==> src/hdl/wa2rgb_pkg.sv <==
// types and constants for the wheel angle to rgb colour pipeline
`default_nettype none

package wa2rgb_pkg;

  // swept component; the unused code falls back to hue sweep
  typedef enum logic [1:0] {
    MODE_HUE = 2'd0,
    MODE_SAT = 2'd1,
    MODE_VAL = 2'd2,
    MODE_ALT = 2'd3
  } mode_e;

  typedef enum logic [1:0] {
    REG_MODE = 2'd0,
    REG_HUE  = 2'd1,
    REG_SAT  = 2'd2,
    REG_VAL  = 2'd3
  } reg_idx_e;

  localparam int unsigned CfgDataW = 9;

  localparam logic [1:0] ModeReset = 2'd0;
  localparam logic [8:0] HueReset  = 9'd0;
  localparam logic [6:0] SatReset  = 7'd100;
  localparam logic [6:0] ValReset  = 7'd100;

  localparam logic [8:0]  DegWrap   = 9'd360;
  // percent * 51 / 20: multiply by 51, then /4 as a shift, /5 as 3277 >> 14
  localparam logic [12:0] PctMul    = 13'd51;
  localparam logic [22:0] DivFive   = 23'd3277;
  // degrees * 1536 / 360 = deg * 64 / 15, done as deg * 69906 >> 14
  localparam logic [25:0] DegToHue  = 26'd69906;
  localparam logic [7:0]  ByteMax   = 8'hff;

endpackage

`default_nettype wire

==> src/hdl/wheel_angle_to_rgb.sv <==
// wheel position to approximate rgb colour, four stage pipeline
// the result strobes on done_o once the taken request has passed valid registers v1_q to v4_q
// throughput: one request per cycle; busy_o never rises, stages advance every cycle
// the four stages are the config scaling multiply, the reciprocal divide,
// the min and edge weight products, and the final slope product with channel routing
// reset clears all stage valid bits and loads the config registers with defaults
`default_nettype none

module wheel_angle_to_rgb (
  input  wire logic                               clk_i,
  input  wire logic                               rst_ni,
  input  wire logic                               start_i,
  output logic                                    busy_o,
  input  wire logic [7:0]                         wheel_pos_i,
  input  wire logic                               cfg_we_i,
  input  wire logic [1:0]                         cfg_idx_i,
  input  wire logic [wa2rgb_pkg::CfgDataW-1:0]    cfg_data_i,
  output logic                                    done_o,
  output logic [7:0]                              red_out_o,
  output logic [7:0]                              green_out_o,
  output logic [7:0]                              blue_out_o
);

  // configuration registers
  logic [1:0] wheel_mode_q;
  logic [8:0] hue_setting_q;
  logic [6:0] sat_setting_q;
  logic [6:0] val_setting_q;

  always_ff @(posedge clk_i or negedge rst_ni) begin
    if (!rst_ni) begin
      wheel_mode_q  <= wa2rgb_pkg::ModeReset;
      hue_setting_q <= wa2rgb_pkg::HueReset;
      sat_setting_q <= wa2rgb_pkg::SatReset;
      val_setting_q <= wa2rgb_pkg::ValReset;
    end else if (cfg_we_i) begin
      unique case (wa2rgb_pkg::reg_idx_e'(cfg_idx_i))
        wa2rgb_pkg::REG_MODE: wheel_mode_q  <= cfg_data_i[1:0];
        wa2rgb_pkg::REG_HUE:  hue_setting_q <= cfg_data_i[8:0];
        wa2rgb_pkg::REG_SAT:  sat_setting_q <= cfg_data_i[6:0];
        wa2rgb_pkg::REG_VAL:  val_setting_q <= cfg_data_i[6:0];
        default: ;
      endcase
    end
  end

  assign busy_o = 1'b0;

  // valid bits
  logic v1_q, v2_q, v3_q, v4_q;

  always_ff @(posedge clk_i or negedge rst_ni) begin
    if (!rst_ni) begin
      v1_q <= 1'b0;
      v2_q <= 1'b0;
      v3_q <= 1'b0;
      v4_q <= 1'b0;
    end else begin
      v1_q <= start_i && !busy_o;
      v2_q <= v1_q;
      v3_q <= v2_q;
      v4_q <= v3_q;
    end
  end

  // stage 1: capture request, wrap hue, scale percentages by 51
  logic [7:0]  pos1_q;
  logic [1:0]  mode1_q;
  logic [8:0]  hue1_d, hue1_q;
  logic [12:0] sat51_q, val51_q;

  always_comb begin
    hue1_d = hue_setting_q;
    if (hue_setting_q >= wa2rgb_pkg::DegWrap) begin
      hue1_d = hue_setting_q - wa2rgb_pkg::DegWrap;
    end
  end

  always_ff @(posedge clk_i) begin
    pos1_q  <= wheel_pos_i;
    mode1_q <= wheel_mode_q;
    hue1_q  <= hue1_d;
    sat51_q <= 13'(sat_setting_q) * wa2rgb_pkg::PctMul;
    val51_q <= 13'(val_setting_q) * wa2rgb_pkg::PctMul;
  end

  // stage 2: reciprocal divides, saturate, pick swept component
  logic [22:0] sat_prod, val_prod;
  logic [25:0] hue_prod;
  logic [8:0]  sat_full, val_full;
  logic [7:0]  sat_byte, val_byte;
  logic [10:0] hue_cfg;
  logic [10:0] hue2_d, hue2_q;
  logic [7:0]  sat2_d, sat2_q, val2_d, val2_q;

  always_comb begin
    sat_prod = 23'(sat51_q[12:2]) * wa2rgb_pkg::DivFive;
    val_prod = 23'(val51_q[12:2]) * wa2rgb_pkg::DivFive;
    hue_prod = 26'(hue1_q) * wa2rgb_pkg::DegToHue;
    sat_full = sat_prod[22:14];
    val_full = val_prod[22:14];
    sat_byte = sat_full[8] ? wa2rgb_pkg::ByteMax : sat_full[7:0];
    val_byte = val_full[8] ? wa2rgb_pkg::ByteMax : val_full[7:0];
    hue_cfg  = hue_prod[24:14];

    hue2_d = hue_cfg;
    sat2_d = sat_byte;
    val2_d = val_byte;
    unique case (wa2rgb_pkg::mode_e'(mode1_q))
      wa2rgb_pkg::MODE_SAT: sat2_d = pos1_q;
      wa2rgb_pkg::MODE_VAL: val2_d = pos1_q;
      default: hue2_d = (11'(pos1_q) << 2) + (11'(pos1_q) << 1);
    endcase
  end

  always_ff @(posedge clk_i) begin
    hue2_q <= hue2_d;
    sat2_q <= sat2_d;
    val2_q <= val2_d;
  end

  // stage 3: sextant split, min channel and edge weight
  logic [2:0]  sext;
  logic [7:0]  frac;
  logic [16:0] w_prod;
  logic [15:0] lo_prod;
  logic [2:0]  sext3_q;
  logic [7:0]  lo3_q, wb3_q, val3_q;
  logic        grey3_q;

  always_comb begin
    sext = hue2_q[10:8];
    frac = hue2_q[7:0];
    if (!sext[0]) begin
      // rising edge; zero fraction gives the full saturation
      w_prod = 17'(sat2_q) * (17'd256 - 17'(frac));
    end else begin
      w_prod = 17'(sat2_q) * 17'(frac);
    end
    lo_prod = 16'(val2_q) * 16'(wa2rgb_pkg::ByteMax - sat2_q);
  end

  always_ff @(posedge clk_i) begin
    sext3_q <= sext;
    lo3_q   <= lo_prod[15:8];
    wb3_q   <= w_prod[15:8];
    val3_q  <= val2_q;
    grey3_q <= (sat2_q == 8'd0);
  end

  // stage 4: slope channel and routing by sextant
  logic [15:0] slope_prod;
  logic [7:0]  slope;
  logic [7:0]  red_d, green_d, blue_d;
  logic [7:0]  red_q, green_q, blue_q;

  always_comb begin
    slope_prod = 16'(val3_q) * 16'(wa2rgb_pkg::ByteMax - wb3_q);
    slope      = slope_prod[15:8];
    if (grey3_q) begin
      red_d   = val3_q;
      green_d = val3_q;
      blue_d  = val3_q;
    end else begin
      case (sext3_q)
        3'd0: begin
          red_d = val3_q; green_d = slope;  blue_d = lo3_q;
        end
        3'd1: begin
          red_d = slope;  green_d = val3_q; blue_d = lo3_q;
        end
        3'd2: begin
          red_d = lo3_q;  green_d = val3_q; blue_d = slope;
        end
        3'd3: begin
          red_d = lo3_q;  green_d = slope;  blue_d = val3_q;
        end
        3'd4: begin
          red_d = slope;  green_d = lo3_q;  blue_d = val3_q;
        end
        default: begin
          red_d = val3_q; green_d = lo3_q;  blue_d = slope;
        end
      endcase
    end
  end

  always_ff @(posedge clk_i) begin
    red_q   <= red_d;
    green_q <= green_d;
    blue_q  <= blue_d;
  end

  assign done_o      = v4_q;
  assign red_out_o   = red_q;
  assign green_out_o = green_q;
  assign blue_out_o  = blue_q;

  // hue scale never leaves six sextants
  a_hue_range: assert property (@(posedge clk_i) disable iff (!rst_ni)
    v2_q |-> hue2_q < 11'd1536)
    else $error("hue beyond six sextants");

  a_sext_range: assert property (@(posedge clk_i) disable iff (!rst_ni)
    v3_q |-> sext3_q <= 3'd5)
    else $error("sextant out of range");

  // min channel can never exceed the value
  a_lo_le_val: assert property (@(posedge clk_i) disable iff (!rst_ni)
    v3_q |-> lo3_q <= val3_q)
    else $error("min channel above value");

endmodule

`default_nettype wire

==> config.mk <==
export PLATFORM = sky130hd
export DESIGN_NAME = wheel_angle_to_rgb
export DESIGN_NICKNAME = d
export VERILOG_FILES = /design/src/hdl/wa2rgb_pkg.sv /design/src/hdl/wheel_angle_to_rgb.sv
export SDC_FILE = /design/constraint.sdc
export NUM_CORES = 1
export LEC_CHECK = 0
export BUFFER_PORTS_ARGS = -buffer_cell sky130_fd_sc_hd__buf_2
export CAP_MARGIN = 20
export CORE_AREA = 2 2 188 190
export CTS_BUF_LIST = sky130_fd_sc_hd__clkbuf_2 sky130_fd_sc_hd__clkbuf_4 sky130_fd_sc_hd__clkbuf_8
export DETAILED_ROUTE_END_ITERATION = 16
export DIE_AREA = 0 0 190 192
export MAX_ROUTING_LAYER = met4
export PLACE_DENSITY = 0.82
export SYNTH_ARGS = -nofsm -noshare
export SYNTH_HDL_FRONTEND = slang
export SYNTH_SLANG_ARGS = --single-unit
==> constraint.sdc <==
create_clock -name clk_i -period 9 [get_ports clk_i]
set_input_delay 1.35 -clock clk_i [delete_from_list [all_inputs] [get_ports clk_i]]
set_output_delay 1.35 -clock clk_i [all_outputs]
set_load 0.02 [all_outputs]
Yosys cells after proc, flatten, opt, wreduce, memory -nomap -nowiden --
Index checks and enable logic that the tools add are counted.
Cells by class: $add $sub $neg 5, multipliers 9, div/mod/pow operators 0, magnitude comparators 1, equality and inequality tests 9, shift operators 0, mux-type cells 13, bitwise logic cells 0, reductions and logical operators 14
Operator list (number):
- 8-bit 2-to-1 mux | 7
- 8-bit one-hot mux with 2 select lines | 3
- 11-bit by 12-bit multiplier with 23-bit output (second input constant) | 2
- 9-bit by 9-bit multiplier with 16-bit output | 2
- 7-bit by 6-bit multiplier with 13-bit output (second input constant) | 2
- 9-bit by 16-bit multiplier with 24-bit output (second input constant) | 1
- 8-bit by 8-bit subtractor with 9-bit output (first input constant) | 2
- 8-bit by 8-bit multiplier with 16-bit output | 1
- 9-bit by 10-bit multiplier with 16-bit output | 1
- 16-bit 2-to-1 mux | 1
- 2-bit OR reduction | 7
- 10-bit by 9-bit adder with 11-bit output | 1
- 11-bit 2-to-1 mux | 1
- 9-bit by 8-bit subtractor with 10-bit output (first input constant) | 1
- 9-bit greater-or-equal comparator (second input constant) | 1
- 9-bit 2-to-1 mux | 1
- 9-bit subtractor (second input constant) | 1
- 8-bit logical NOT | 1
- 2-bit AND reduction | 4
- 2-bit == test (second input constant) | 3
- 3-bit by 2-bit == test with 1-bit output (second input constant) | 2
- 2-bit by 1-bit == test with 1-bit output (second input constant) | 2
- 3-bit by 1-bit == test with 1-bit output (second input constant) | 1
- 3-bit == test (second input constant) | 1
- other kinds (2) | 2
Storage, ports and cells: register bits after elaboration 153, bits in latches 0, memory bits (writable) 0, ROM bits 0, input bits 23, output and inout bits 26, logic and storage cells 75, memories kept 0

Depth between registers and ports, before layout --
Gate-level depths: netlist (run 1).
word-level depth 4, depth in mapped cells 23

Least setup slack after synthesis (run 1) --
OpenSTA, ideal clock, no wires.
path kind flip-flop to flip-flop, from register hue2_q[1], to register wb3_q[5], setup time 0.128 ns, data arrival time 4.998 ns, required time 8.872 ns, slack 3.874 ns, stages on the path, launching flop included 23, period minus slack after synthesis 5.126 ns, cells stage by stage dfxtp_1 -> clkbuf_1 -> inv_1 -> ha_1 -> nand2_1 -> or3_1 -> xor2_1 -> nand2_1 -> fa_1 -> inv_1 -> fa_1 -> inv_1 -> fa_1 -> inv_1 -> fa_1 -> ha_1 -> nor3_1 -> a21oi_4 -> a41oi_4 -> o21ai_1 -> a21oi_1 -> xor2_1 -> o21ai_1
On the way: word-level cells in the longest chain between the ends 3
RTL lines:
- start: declaration | RTL line wheel_angle_to_rgb.sv:93 | logic [10:0] hue2_d, hue2_q;
- start signal: assignment | RTL line wheel_angle_to_rgb.sv:117 | hue2_q <= hue2_d;
- 9-bit by 8-bit subtractor with 10-bit output | RTL line wheel_angle_to_rgb.sv:136 | w_prod = 17'(sat2_q) * (17'd256 - 17'(frac));
- 9-bit by 10-bit multiplier with 16-bit output | RTL line wheel_angle_to_rgb.sv:136
- 16-bit 2-to-1 mux * | RTL line wheel_angle_to_rgb.sv:134 | if (!sext[0]) begin
- named net w_prod[13] | RTL line wheel_angle_to_rgb.sv:125 | logic [16:0] w_prod;
- end signal: assignment | RTL line wheel_angle_to_rgb.sv:146 | wb3_q <= w_prod[15:8];
- end: declaration | RTL line wheel_angle_to_rgb.sv:128 | logic [7:0] lo3_q, wb3_q, val3_q;
Mark *: on every way through the listed nets, which the timed path passes. The rest lies on a longest branch. A chain may end at the register's enable or synchronous reset.

Worst setup path after layout (run 1) --
from register sat2_q[3], to register wb3_q[6]
On the way: word-level cells in the longest chain between the ends 2
RTL lines:
- start: declaration | RTL line wheel_angle_to_rgb.sv:94 | logic [7:0] sat2_d, sat2_q, val2_d, val2_q;
- start signal: assignment | RTL line wheel_angle_to_rgb.sv:118 | sat2_q <= sat2_d;
- 9-bit by 10-bit multiplier with 16-bit output or 8-bit by 8-bit multiplier with 16-bit output (tied branches) | RTL line wheel_angle_to_rgb.sv:136, wheel_angle_to_rgb.sv:138
- 16-bit 2-to-1 mux * | RTL line wheel_angle_to_rgb.sv:134
- named net w_prod[14] | RTL line wheel_angle_to_rgb.sv:125
Marks and branches as above.

==> metrics.md, run 1 <==
| Metric | Value |
|---|---|
| Worst-path clk slew | 0.09 ns |
| Status | complete, no violations |
| Fmax | 0.180 GHz |
| CTS resizes | 0 |
| Seq/Total Area, Yosys | between 10% and 20% |
| Share of synthesized flip-flops with an asynchronous set or reset | 19.5% |
| Final hold vios | 0 |
| Most common cell after layout, fill and taps aside | inv_1 |
| Synth area leaders | ha_1 24%, fa_1 23%, dfxtp_1 12%, inv_1 8.4%, dfrtp_1 3.0% |
| # rows | 68 |
| Crit end category | flip-flop |
| Yosys top cell area share | 23.6% |
| Core area | approximately 34000 sq um |
| EDFF count, synth | 0 |
| Die X | 190 um |
| First-pass GRT wire length | about 69000 um |
| Buffers inserted by post-CTS timing repair | 0 |
| Post-route cell area | 20400 sq um |
| Syn avg cell area | 9.38 sq um |
| Synth Instances | slightly above 2000 |
| Share of layout cells above drive strength 1 | 6.10% |
| P&R area growth vs syn | 5.19% |
| Via-to-Cell Ratio | 5.40 |
| Internal reg-to-reg setup slack | about 3.5 ns |
| Critical register-to-register path endpoint | wb3_q[6]$_DFF_P_ |
| FF+latch count, synth | around 150 |
| Max_cap viols | 0 |
| Min Hold Slack | 0.360 ns |
| Hold path endpoint | v3_q$_DFF_PN0_ |
| Largest net degree at the start of global routing | 30 |
| DRC errors left | 0 |
| Post-layout minimum cycle time | 5.55 ns |
| TritonCTS Sinks | 149 |
| Class of the worst hold path | flip-flop to flip-flop |
| Post-synth top area cell | ha_1 |
| Drt pass-1 iters | 5 |
| Min-Delay Startpoint | v2_q$_DFF_PN0_ |
| Final Cycle Share | 61.6% |
| Antenna-violating nets left | 0 |
| I/O Buffers | 47 |
| Critical path class | flip-flop to flip-flop |
| Fill count | 2757 |
| Critical Path RT | slightly above 9 ns |
| Ports | between 40 and 50 |
| Vias | 13800 |
| Post-Syn Nets | between 2000 and 3000 |
| Hold_buf cts | 0 |
| Cells on worst reg2reg path | 17 |
| Count of cell types in the netlist | 74 |
| CP Buf/Inv Count | 3 |
| Detailed-route wire length per cell | 15.6 um |
| DRC marker count from the first detailed-route iteration | 693 |
| Num CTS Buffers | 17 |
| Area after DPL | around 20000 sq um |
| CP Max Fanout | 25 |
| Fin Setup TNS | 0 ns |
| Placed cells | ~2500 |
| Final Setup Violations | 0 |
| Fin cells | 2553 |
| CP most frequent cell | fa_1 |
| Most frequent cells in the layout | 437 x inv_1, 367 x ha_1, 228 x fa_1, 130 x nand2_1, 120 x dfxtp_1 |
| Starting density of the core | between 50% and 60% |
| Hpwl dp | between 30000 and 40000 um |
| Max clock buf depth | 2 |
| Seq. cell area | around 3100 sq um |
| Area taken by multi-input logic gates | 14400 sq um |
| Vias in the first global route | between 15000 and 20000 |
| Nets | about 2700 |
| Synth warnings | 0 |
| Critical Path, Cell by Cell | nand2_1 > fa_1 > fa_1 > inv_1 > fa_1 > inv_1 > fa_1 > inv_1 > ha_1 > a2111oi_0 > o21ai_1 > o21a_1 > a41oi_1 > a21oi_1 > a21oi_1 > xor2_1 > mux2i_1 |
| Antenna diodes | 0 |
| Placer Congestion | 0.921 |
| Max stage delay on crit path | between 0.9 and 1 ns |
| Final wirelength | 39900 um |
| Slew Limit Fails | 0 |
| Max-slew headroom | 31.8% |
| H-tree levels | 4 |
| Worst clock skew | 0.0152 ns |
| Launching point of the worst reg2reg path | sat2_q[3]$_DFF_P_ |
| Delay-heaviest family, CP | adder cells |
| Startpoint Class | flip-flop |
| Total GRT Usage | 23.9% |
| CTS tree | yes |
| Critical path's slowest cell | dfxtp_1 |
| CTS root buffer | clkbuf_8 |
| Hold Path Depth | 0 |
| CP Data Arrival Time | approximately 5.9 ns |
| Initial antenna violation count | 0 |
| Die area | 36500 sq um |
| Die Span Y | roughly 190 um |
| Congestion Overflow GR | 0 |
| Post-Syn Area | between 15000 and 20000 sq um |
| RSZ-0062 raised after global routing | no |
| Worst-Margin Slew | a little over 1 ns |
| Main synth FF type | dfxtp_1 |
| Clk Latency, worst-skew pair | 0.47 ns |
-- worst max-delay path by stage --
stage,from,end,slack (ns),cells past startpoint
after floorplan,hue2_q[1]$_DFF_P_,wb3_q[5]$_DFF_P_,3.87,22
after global placement,hue2_q[1]$_DFF_P_,wb3_q[5]$_DFF_P_,3.65,21
after detailed placement,sat2_q[3]$_DFF_P_,wb3_q[6]$_DFF_P_,3.51,17
after CTS,sat2_q[3]$_DFF_P_,wb3_q[6]$_DFF_P_,3.48,17
after global routing,hue2_q[0]$_SDFF_PP0_,wb3_q[5]$_DFF_P_,3.13,21
final,sat2_q[3]$_DFF_P_,wb3_q[6]$_DFF_P_,3.45,17
-- cells in the mapped netlist (5+ instances only) --
cell        n
o22ai_1     6
a31oi_1     6
o221ai_1    6
a22oi_1    14
dfrtp_1    23
nor2b_1    85
dfxtp_1   120
or2_2       5
inv_1     437
xnor2_1    51
nand3_1    16
clkbuf_1   46
nor3_1     15
a21o_1     17
mux2i_1     8
o21bai_1   11
o211ai_1   10
nand2_1   130
and3_1      6
or4_1       7
fa_1      228
nand4_1     6
nand3b_1    5
o21a_1      8
o31a_1      5
and2_1     66
dfstp_2     6
o21ai_0    16
mux2_2     25
ha_1      367
or3_1       7
nor2_1     51
nand2b_1   61
xor2_1     39
o21ai_1    35
a21oi_1    57
-- registers in the layout (all words and copies together) (netlist names), 9 cells and up --
signal         count
hue2_q            11
sat51_q           11
val51_q           11
hue1_q             9
hue_setting_q      9
-- cell type report --
| type | count | area share [%] |
|---|---|---|
| Sequential cell | 149 | 15.3 |
| Multi-Input combinational cell | 1430 | 70.7 |
| Tap cell | 455 | 2.79 |
| Inverter | 440 | 8.08 |
| Clock buffer | 20 | 1.26 |
| Clock inverter | 12 | 0.692 |
| Timing Repair Buffer | 47 | 1.15 |
-- metal layers --
layer | vias up | wire, um | track usage, %
li1 | 6652 | - | -
met1 | 6719 | 16400 | 26.6
met2 | 333 | 20900 | 44.3
met3 | 93 | 1560 | 3.03
met4 | 0 | 1050 | 7.81
met5 | - | 0 | -
-- logic make-up (layout without fill, tap and decap cells) --
| family | count (synthesis) | in the layout | share of synthesized area (%) |
|---|---|---|---|
| adder cells (fa/ha/maj) | 595 | 595 | 47.1 |
| buffers and inverters | 491 | 519 | 9.51 |
| AND/OR/NAND/NOR | 476 | 476 | 13.1 |
| AO/OA/AOI/OAI | 234 | 234 | 8.11 |
| flip-flops | 149 | 149 | 16.1 |
| XOR/XNOR | 90 | 90 | 4.06 |
| multiplexers | 34 | 34 | 1.93 |
| other | 1 | 1 | 0.0193 |
-- per-stage QoR --
| stage | setup WS (ns) | utilization [%] |
|---|---|---|
| 4_1_cts | 3.48 | 59.6 |
| 3_3_place_gp | 3.65 | 58.4 |
| 3_5_place_dp | 3.51 | 58.4 |
| 6_report | 3.45 | 59.6 |
| 5_1_grt | 3.13 | 59.6 |
| 2_1_floorplan | 3.87 | - |
Power of run 1 is left out: the tool's default activity adds up to more than one toggle a clock period on the data nets, which glitch-free logic cannot reach.
==> run 2: changes to the inputs <==
- PLACE_DENSITY: 0.82 -> 0.85
- clock period: 9 -> 4.75 ns (I/O delays scaled with it)
==> metrics.md, run 2 (synthesized netlist as in run 1, its figures left out) <==
| Metric | Value |
|---|---|
| Status | complete, but fails checks |
| Failing checks | negative setup slack |
| Hold_buf cts | 0 |
| Final Setup Violations | 13 |
| Final Cycle Share | 104% |
| First-pass GRT wire length | 72400 um |
| Final hold vios | 0 |
| Nets | 2814 |
| CTS tree | yes |
| Critical path class | flip-flop to flip-flop |
| Critical Path RT | 5.13 ns |
| Crit end category | flip-flop |
| Clk Latency, worst-skew pair | 0.51 ns |
| Die Span Y | 192 um |
| Via-to-Cell Ratio | 5.43 |
| Area after DPL | 20800 sq um |
| DRC marker count from the first detailed-route iteration | 773 |
| Largest regs | hue2_q (11), sat51_q (11), val51_q (11) |
| Most frequent cells in the layout | 422 x inv_1, 345 x ha_1, 227 x fa_1, 129 x nand2_1, 107 x buf_4 |
| Most common cell after layout, fill and taps aside | inv_1 |
| DRC errors left | 0 |
| Worst-path clk slew | around 0.10 ns |
| TritonCTS Sinks | about 150 |
| Post-layout minimum cycle time | 4.93 ns |
| Starting density of the core | a little under three fifths |
| Die X | 190 um |
| RSZ-0062 raised after global routing | yes |
| Slew Limit Fails | 0 |
| Share of layout cells above drive strength 1 | 15.0% |
| Num CTS Buffers | 17 |
| Antenna-violating nets left | 0 |
| Placer Congestion | 0.898 |
| Initial antenna violation count | 2 |
| Critical register-to-register path endpoint | wb3_q[3]$_DFF_P_ |
| Congestion Overflow GR | 0 |
| Max clock buf depth | 2 |
| Worst-Margin Slew | between 0.9 and 1 ns |
| CTS root buffer | clkbuf_8 |
| Die area | ~36000 sq um |
| Worst clock skew | 0.0174 ns |
| Startpoint Class | flip-flop |
| Max_cap viols | 0 |
| CP Max Fanout | 7 |
| Class of the worst hold path | input pin to async pin |
| Core area | 34300 sq um |
| Post-route cell area | 21900 sq um |
| Largest net degree at the start of global routing | 30 |
| Final wirelength | approximately 44000 um |
| P&R area growth vs syn | 12.7% |
| Vias | about 14000 |
| CP Data Arrival Time | 5.31 ns |
| Post-Place Worst Slack | -0.385 ns |
| Max-slew headroom | 39.3% |
| Fmax | around 0.20 GHz |
| Total GRT Usage | between 20% and 30% |
| Detailed-route wire length per cell | about 16 um |
| H-tree levels | 4 |
| Ports | ~50 |
| Launching point of the worst reg2reg path | hue2_q[1]$_DFF_P_ |
| Fin Setup TNS | -1.16 ns |
| Fin worst setup slack | -0.180 ns |
| Drt pass-1 iters | 7 |
| I/O Buffers | 47 |
| Fill count | around 2600 |
| # rows | 68 |
| Internal reg-to-reg setup slack | -0.18 ns |
| Cells on worst reg2reg path | 23 |
| Vias in the first global route | 15700 |
| Hpwl dp | 34900 um |
run 2: cell types whose count changed in the layout (fill, tap and decap cells not counted), sizes merged:
cell,change
clkinvlp,-1
clkbuf,-2
diode,+2
clkinv,+1
buf,+111
bufinv,-1
inv,+3
run 2: worst max path at each step:
stage | start | end | slack [ns] | cells after the start
4_1_cts | hue2_q[1]$_DFF_P_ | wb3_q[6]$_DFF_P_ | -0.17 | 22
3_3_place_gp | val51_q[11]$_DFF_P_ | val2_q[0]$_DFF_P_ | -0.14 | 18
3_5_place_dp | val51_q[11]$_DFF_P_ | val2_q[4]$_DFF_P_ | -0.39 | 16
5_1_grt | hue2_q[1]$_DFF_P_ | wb3_q[3]$_DFF_P_ | -0.34 | 21
6_report | hue2_q[1]$_DFF_P_ | wb3_q[3]$_DFF_P_ | -0.18 | 23
2_1_floorplan | hue2_q[1]$_DFF_P_ | wb3_q[5]$_DFF_P_ | -0.02 | 21
run 2: worst max-delay path, cell delays in order, from the launching register on:
cell     delay, ns
dfxtp_2       0.35
inv_4         0.06
ha_4          0.15
nand2_4       0.05
or3_4         0.36
xor2_4        0.21
buf_4         0.15
nand2_1       0.07
fa_1          0.57
inv_1         0.06
fa_1          0.46
fa_1          0.49
inv_1         0.05
fa_1          0.53
inv_1         0.06
ha_4          0.16
nand3_1       0.08
nand2_1       0.08
a41oi_4       0.26
buf_4         0.16
buf_6         0.08
nor2b_4       0.14
xnor2_2       0.12
o21ai_1       0.08
run 2: final cells by class:
type / instances / area, sq um / area share (%)
repair buffers: 158 / 1080 / 4.95
inverters: 440 / 1650 / 7.56
clock inverters: 14 / 156 / 0.715
diodes: 2 / 5.00 / 0.0229
flip-flops and latches: 149 / 3160 / 14.5
well taps: 455 / 569 / 2.60
clock buffers: 18 / 248 / 1.13
multi-input cells: 1430 / 15000 / 68.6
run 2: per-layer routing:
metal,track usage (%),part of all wire (%),vias to the layer above
met3,4.09,4.4,125
met1,27.9,40,7090
li1,-,-,6867
met4,9.48,3.7,0
met2,46.5,52,385
met5,-,0,-
run 2: through the flow:
| stage | instances | utilization [%] | hold WS (ns) |
|---|---|---|---|
| CTS | 2656 | 62.6 | 0.202 |
| global route | 2666 | 63.8 | 0.236 |
| floorplan | 2070 | - | 0.310 |
| global placement | 2615 | 60.8 | 0.338 |
| detailed placement | 2615 | 60.8 | 0.347 |
| finish | 2666 | 63.8 | 0.202 |
run 2: timing repair:
item	in CTS	in global routing
pin swaps	34	50
buffers inserted	9	9
endpoints found under the setup margin	22	42
gates resized for setup	27	72
Power of run 2 is left out for the same reason.
